===== src/bmp_pkg.sv =====
package bmp_pkg;

  localparam int N_BITS_DEF = 16;
  localparam int P_BITS_DEF = 31;
  localparam logic [31:0] MODULUS_RESET = 32'd1000000007;

  typedef enum logic [3:0] {
    ST_IDLE,
    ST_FACT,
    ST_FACT_W,
    ST_POW_INIT,
    ST_PM,
    ST_PM_W,
    ST_PS,
    ST_PS_W,
    ST_RES,
    ST_RES_W
  } bmp_state_t;

endpackage


===== src/binomial_mod_prime_core.sv =====
// Channel  | Ports                     | Handshake
// ---------+---------------------------+------------------------------------
// input    | n_total, r_chosen         | taken when start & !busy
// output   | result                    | one-cycle strobe on done
// config   | cfg_wdata                 | written when cfg_we
//
// One bit-serial modular multiplier does all the work: n products for the
// factorials, then per inverse up to 2*P_BITS products, then two final
// products. r zero, r above n, or a modulus below two raise done in the
// cycle after start. Reset sets the modulus to its default and idles the
// block. Results cannot be stalled.
module binomial_mod_prime_core
  import bmp_pkg::*;
#(
  parameter int N_BITS = N_BITS_DEF,
  parameter int P_BITS = P_BITS_DEF
) (
  input  logic              clk,
  input  logic              rst,
  input  logic              start,
  output logic              busy,
  input  logic [N_BITS-1:0] n_total,
  input  logic [N_BITS-1:0] r_chosen,
  output logic              done,
  output logic [P_BITS-1:0] result,
  input  logic              cfg_we,
  input  logic [P_BITS-1:0] cfg_wdata
);

  localparam int CW = (P_BITS > 1) ? $clog2(P_BITS) : 1;

  bmp_state_t state, state_next;

  logic [P_BITS-1:0] modulus;
  logic [N_BITS-1:0] n_r;
  logic [N_BITS-1:0] r_r;
  logic [N_BITS-1:0] nr_r;
  logic [N_BITS-1:0] i_cnt;
  logic [P_BITS-1:0] i_mod;
  logic [P_BITS-1:0] i_mod_inc;
  logic [P_BITS-1:0] fac;
  logic [P_BITS-1:0] fac_r;
  logic [P_BITS-1:0] fac_nr;
  logic [P_BITS-1:0] base;
  logic [P_BITS-1:0] pacc;
  logic [P_BITS-1:0] exp_sh;
  logic [CW-1:0]     ecnt;
  logic              sel;
  logic              trivial;

  logic              mul_start;
  logic [P_BITS-1:0] mul_a;
  logic [P_BITS-1:0] mul_b;
  logic              mul_done;
  logic [P_BITS-1:0] mul_prod;

  bmp_modmul #(.P_BITS(P_BITS)) u_mul (
    .clk   (clk),
    .rst   (rst),
    .start (mul_start),
    .a     (mul_a),
    .b     (mul_b),
    .p     (modulus),
    .done  (mul_done),
    .prod  (mul_prod)
  );

  assign busy      = (state != ST_IDLE);
  assign trivial   = (r_chosen == '0) || (r_chosen > n_total) || (modulus < P_BITS'(2));
  assign i_mod_inc = (i_mod + 1'b1 == modulus) ? '0 : i_mod + 1'b1;

  always_comb begin
    state_next = state;
    case (state)
      ST_IDLE: begin
        if (start && !trivial) state_next = ST_FACT;
      end
      ST_FACT:   state_next = ST_FACT_W;
      ST_FACT_W: begin
        if (mul_done) state_next = (i_cnt == n_r) ? ST_POW_INIT : ST_FACT;
      end
      ST_POW_INIT: state_next = ST_PM;
      ST_PM:       state_next = exp_sh[0] ? ST_PM_W : ST_PS;
      ST_PM_W: begin
        if (mul_done) state_next = ST_PS;
      end
      ST_PS:       state_next = ST_PS_W;
      ST_PS_W: begin
        if (mul_done) state_next = (ecnt == CW'(P_BITS - 1)) ? ST_RES : ST_PM;
      end
      ST_RES:      state_next = ST_RES_W;
      ST_RES_W: begin
        if (mul_done) state_next = sel ? ST_IDLE : ST_POW_INIT;
      end
      default:     state_next = ST_IDLE;
    endcase
  end

  always_comb begin
    mul_start = 1'b0;
    mul_a     = fac;
    mul_b     = i_mod;
    case (state)
      ST_FACT: begin
        mul_start = 1'b1;
      end
      ST_PM: begin
        mul_start = exp_sh[0];
        mul_a     = pacc;
        mul_b     = base;
      end
      ST_PS: begin
        mul_start = 1'b1;
        mul_a     = base;
        mul_b     = base;
      end
      ST_RES: begin
        mul_start = 1'b1;
        mul_a     = fac;
        mul_b     = pacc;
      end
      default: begin
        mul_start = 1'b0;
      end
    endcase
  end

  always_ff @(posedge clk) begin
    if (rst) begin
      state   <= ST_IDLE;
      modulus <= P_BITS'(MODULUS_RESET);
      done    <= 1'b0;
    end else begin
      state <= state_next;
      done  <= 1'b0;
      if (cfg_we) modulus <= cfg_wdata;
      if (state == ST_IDLE && start && trivial) done <= 1'b1;
      if (state == ST_RES_W && mul_done && sel) done <= 1'b1;
    end
  end

  always_ff @(posedge clk) begin
    case (state)
      ST_IDLE: begin
        if (start) begin
          result <= (r_chosen == '0) ? P_BITS'(1) : '0;
          n_r    <= n_total;
          r_r    <= r_chosen;
          nr_r   <= n_total - r_chosen;
          i_cnt  <= N_BITS'(1);
          i_mod  <= P_BITS'(1);
          fac    <= P_BITS'(1);
          fac_r  <= P_BITS'(1);
          fac_nr <= P_BITS'(1);
          sel    <= 1'b0;
        end
      end
      ST_FACT_W: begin
        if (mul_done) begin
          fac   <= mul_prod;
          if (i_cnt == r_r)  fac_r  <= mul_prod;
          if (i_cnt == nr_r) fac_nr <= mul_prod;
          i_cnt <= i_cnt + 1'b1;
          i_mod <= i_mod_inc;
        end
      end
      ST_POW_INIT: begin
        base   <= sel ? fac_nr : fac_r;
        pacc   <= P_BITS'(1);
        exp_sh <= modulus - P_BITS'(2);
        ecnt   <= '0;
      end
      ST_PM_W: begin
        if (mul_done) pacc <= mul_prod;
      end
      ST_PS_W: begin
        if (mul_done) begin
          base   <= mul_prod;
          exp_sh <= exp_sh >> 1;
          ecnt   <= ecnt + 1'b1;
        end
      end
      ST_RES_W: begin
        if (mul_done) begin
          fac    <= mul_prod;
          result <= mul_prod;
          sel    <= 1'b1;
        end
      end
      default: begin
        sel <= sel;
      end
    endcase
  end

endmodule


===== src/bmp_modmul.sv =====
module bmp_modmul
  import bmp_pkg::*;
#(
  parameter int P_BITS = P_BITS_DEF
) (
  input  logic              clk,
  input  logic              rst,
  input  logic              start,
  input  logic [P_BITS-1:0] a,
  input  logic [P_BITS-1:0] b,
  input  logic [P_BITS-1:0] p,
  output logic              done,
  output logic [P_BITS-1:0] prod
);

  localparam int CW = (P_BITS > 1) ? $clog2(P_BITS) : 1;

  logic              active;
  logic [CW-1:0]     cnt;
  logic [P_BITS-1:0] acc;
  logic [P_BITS-1:0] acc_next;
  logic [P_BITS-1:0] a_r;
  logic [P_BITS-1:0] b_sh;
  logic [P_BITS:0]   dbl;
  logic [P_BITS:0]   dbl_red;
  logic [P_BITS:0]   sum;
  logic [P_BITS:0]   p_ext;

  // acc = (2*acc + bit*a) mod p, MSB of b first
  always_comb begin
    p_ext   = {1'b0, p};
    dbl     = {acc, 1'b0};
    dbl_red = (dbl >= p_ext) ? (dbl - p_ext) : dbl;
    sum     = dbl_red + (b_sh[P_BITS-1] ? {1'b0, a_r} : '0);
    if (sum >= p_ext) begin
      sum = sum - p_ext;
    end
    acc_next = sum[P_BITS-1:0];
  end

  always_ff @(posedge clk) begin
    if (rst) begin
      active <= 1'b0;
      done   <= 1'b0;
      cnt    <= '0;
    end else begin
      done <= 1'b0;
      if (start) begin
        active <= 1'b1;
        cnt    <= '0;
      end else if (active) begin
        cnt <= cnt + 1'b1;
        if (cnt == CW'(P_BITS - 1)) begin
          active <= 1'b0;
          done   <= 1'b1;
        end
      end
    end
  end

  always_ff @(posedge clk) begin
    if (start) begin
      acc  <= '0;
      a_r  <= a;
      b_sh <= b;
    end else if (active) begin
      acc  <= acc_next;
      b_sh <= {b_sh[P_BITS-2:0], 1'b0};
    end
  end

  assign prod = acc;

endmodule

===== config.mk =====
export PLATFORM = sky130hd
export DESIGN_NAME = binomial_mod_prime_core
export DESIGN_NICKNAME = d
export VERILOG_FILES = /design/src/bmp_pkg.sv /design/src/binomial_mod_prime_core.sv /design/src/bmp_modmul.sv
export SDC_FILE = /design/constraint.sdc
export NUM_CORES = 1
export LEC_CHECK = 0
export BUFFER_PORTS_ARGS = -buffer_cell sky130_fd_sc_hd__buf_4
export CORE_MARGIN = 2
export CORE_UTILIZATION = 60
export CTS_CLUSTER_SIZE = 14
export DETAILED_ROUTE_END_ITERATION = 8
export PLACE_DENSITY_LB_ADDON = 0.15
export SYNTH_ARGS = -nofsm -noshare
export SYNTH_HDL_FRONTEND = slang
export SYNTH_SLANG_ARGS = --single-unit

===== constraint.sdc =====
create_clock -name clk -period 8.55 [get_ports clk]
set_clock_uncertainty 0.2 [all_clocks]
set_input_delay 1.2825 -clock clk [delete_from_list [all_inputs] [get_ports clk]]
set_output_delay 1.2825 -clock clk [all_outputs]
set_load 0.01 [all_outputs]

==> out/results.txt <==
Fin Setup TNS: 0 ns
Inserted Diodes: 0
vias: 20,300
# Max-Cap Violations: 0
hold crit path type: reg2reg
fraction of registers with async set or reset after synthesis: 0%
Routed Antenna Nets: 0
overall power: 13.6 mW
Pwr per Cell Area: 461 nW/µm²
Total GRT Usage: 32.1%
# H-tree levels: 2
total core area: 43,300 µm²
die area: 45,700 µm²
fin. max-slew vios: 0
post-synthesis xor/xnor area fraction: 7.53%
setup violators final: 0
grt ovf: 0
CTS tree: done
vias per cell: 6.15
DR pass1 iterations: 6
Final Instance Area: 29,500 µm²
flops & latches, synth: 454
initial antenna violation count: 0
Avg Cell Area, Syn: 10.1 µm²
WL/cell: 22.1 µm
number of enable flip-flop cells after synthesis: 380
Fillers: 3,312
share of post-route cells with drive strength above 1: 10.6%
syn nets: 2,789
register area share after synthesis: 48.8%
Post-Synth Simple-Gate Area: 16.7%
gpl congestion: 0.992
most frequent CP cell: a21oi_1
mux cell area share after synthesis: 3.99%
vias in the first global route: 19,700
worst endpoint data arrival time: 8.44 ns
Max VDD drop: 0.302 mV
WS Path Type: reg2reg
Initial Util: 61.0%
Fmax achieved: 123 MHz
Crit-path slowest cell: or4_1
DRC: 0
Layout area overhead: 11.8%
max incr delay on CP: 0.54 ns
fin crit share: 95.0%
worst skew pair latency: 0.59 ns
placed cells: 3,208
Syn. warnings: 0
Fin Hold WS: 0.326 ns
top_reg_cell synth: edfxtp_1
RSZ-0062 raised after global routing: no
final hold vios: 0
outcome: completed
synthesized cell area: 26,400 µm²
Tmin final: 8.12 ns
Post-Synth Adder-Cell Area: 5.80%
IO Count: 100
relative slew slack: 13.4%
Gate Count Post-Synth: 2,602
slew at the pin with the worst max-slew slack: 1.30 ns
WP data required: 8.87 ns
most frequent cells in the layout: edfxtp_1 (380), nor2_1 (230), nand2_1 (199)
Routed WL: 72,900 µm
clk slew on worst S/H paths: 0.06 ns
most common cell after layout, fill and taps aside: edfxtp_1
Buffers on Ports: 99
total CTS buffers: 49
CTS sink cnt: 454
CP startpoint kind: flip-flop
CP max FO: 9
first-pass GRT wire length: 111,000 µm
final net count: 2,868
pin count of the biggest net entering global routing: 79
final std cells w/o fill: 3,303
root buffer cell: clkbuf_16
Chip Height: 214 µm
DP Wirelength: 53,000 µm
Leak: 11.6 nW
post-synth cell types: 83
placed cell areas: 27,800 µm²
Die Wd: 214 µm
CTS Buffer Depth: 3
crit end category: flip-flop
DR iter-0 viols: 1,818
Std-Cell Rows: 76
largest family of logic cells by synthesized area: simple AND/OR/NAND/NOR gates
Compound-Gate Fraction of Synth Area: 13.7%
[state kept, by name (all words and copies together), names as in the netlist, 4 cells and up]
register / cells
state: 4
i_cnt: 16
i_mod: 31
fac_nr: 31
nr_r: 16
base: 31
fac_r: 31
result: 31
r_r: 16
u_mul.b_sh: 31
modulus: 31
fac: 31
pacc: 31
exp_sh: 31
ecnt: 5
u_mul.prod: 31
n_r: 16
u_mul.cnt: 5
u_mul.a_r: 31
[final cells by class]
cell class                      instances  area [µm²]  area share (%)
Clock inverter                         26         228           0.772
Clock buffer                           62        1360            4.60
Timing Repair Buffer                  160        1210            4.11
Inverter                               95         358            1.21
Multi-Input combinational cell       1921       12700            43.1
Sequential cell                       454       12900            43.7
Tap cell                              585         732            2.48
[repair_timing]
action / CTS / global route
setup endpoints to repair: 0 / 31
setup buffers: 0 / 6
hold buffers: 0 / 0
gates resized for setup: 0 / 6
[routing by layer]
metal,vias to the layer above,GRT usage (%),part of all wire (%)
met4,0,14.7,4.7
li1,9637,-,-
met1,9868,39.3,40
met5,-,0,0
met3,158,3.54,5.0
met2,664,57.3,50
[logic make-up after synthesis]
logic type | Yosys count
fa+ha+maj | 120
flops | 454
xor+xnor | 227
compound gates | 572
simple gates | 896
buf+inv | 228
mux | 105
[where the power goes]
group          leakage [nW]  switching [mW]  total [mW]  internal [mW]
Clock                 0.775           0.889        2.11           1.22
Combinational          6.53            4.79        7.80           3.01
Sequential             4.26           0.382        3.70           3.31
Total                  11.6            6.06        13.6           7.54
[critical path, delay by kind of cell (launching register included)]
kind | cells | cell delay, ns
simple gates | 8 | 1.95
buf+inv | 3 | 0.52
fa+ha+maj | 3 | 1.10
compound gates | 14 | 3.32
xor+xnor | 1 | 0.15
flops | 1 | 0.40
mux | 1 | 0.40
[worst paths after layout]
check | startpoint | endpoint | slack, ns | cells past startpoint
max | modulus[25] | u_mul.prod[4] | 0.43 | 30
min | fac[11] | u_mul.a_r[11] | 0.33 | 2
max reg2reg | modulus[25] | u_mul.prod[4] | 0.43 | 30
min reg2reg | fac[11] | u_mul.a_r[11] | 0.33 | 2
[cell usage after synthesis, types with 4 or more instances]
master | n | area share (%)
edfxtp_1 | 380 | 43
nor2_1 | 233 | 3.3
nand2_1 | 200 | 2.8
a21oi_1 | 158 | 3.0
and2_1 | 135 | 3.2
xnor2_1 | 130 | 4.3
ha_1 | 116 | 5.5
clkbuf_1 | 111 | 1.6
o21ai_0 | 106 | 2.0
mux2i_1 | 103 | 3.9
xor2_1 | 97 | 3.2
inv_1 | 91 | 1.3
nor3_1 | 75 | 1.4
dfxtp_1 | 74 | 5.6
nand3_1 | 54 | 1.0
a31oi_1 | 51 | 1.2
a21o_1 | 43 | 1.2
a22oi_1 | 34 | 0.97
nor4_1 | 33 | 0.78
a211oi_1 | 32 | 0.91
and3_1 | 31 | 0.73
nand4_1 | 31 | 0.73
o211ai_1 | 28 | 0.80
or2_2 | 24 | 0.57
o21ai_1 | 23 | 0.44
or3_1 | 17 | 0.40
nand2b_1 | 15 | 0.36
o21a_1 | 15 | 0.43
o21bai_1 | 14 | 0.40
buf_1 | 13 | 0.18
nor2b_1 | 13 | 0.31
or2_1 | 11 | 0.26
o31ai_1 | 9 | 0.26
and4_1 | 8 | 0.27
a2111oi_0 | 6 | 0.20
a21boi_0 | 6 | 0.17
buf_2 | 5 | 0.095
nor3b_1 | 5 | 0.14
fa_1 | 4 | 0.30
[metrics by stage]
stage                     setup WS (ns)  utilization (%)
final                             0.432             68.2
after global routing             0.0455             68.2
after CTS                        0.0790             68.0
after detailed placement          0.130             64.3
after global placement            0.274             64.3
after floorplan                    1.41                -
No activity file was read; power rests on OpenSTA's default activity.
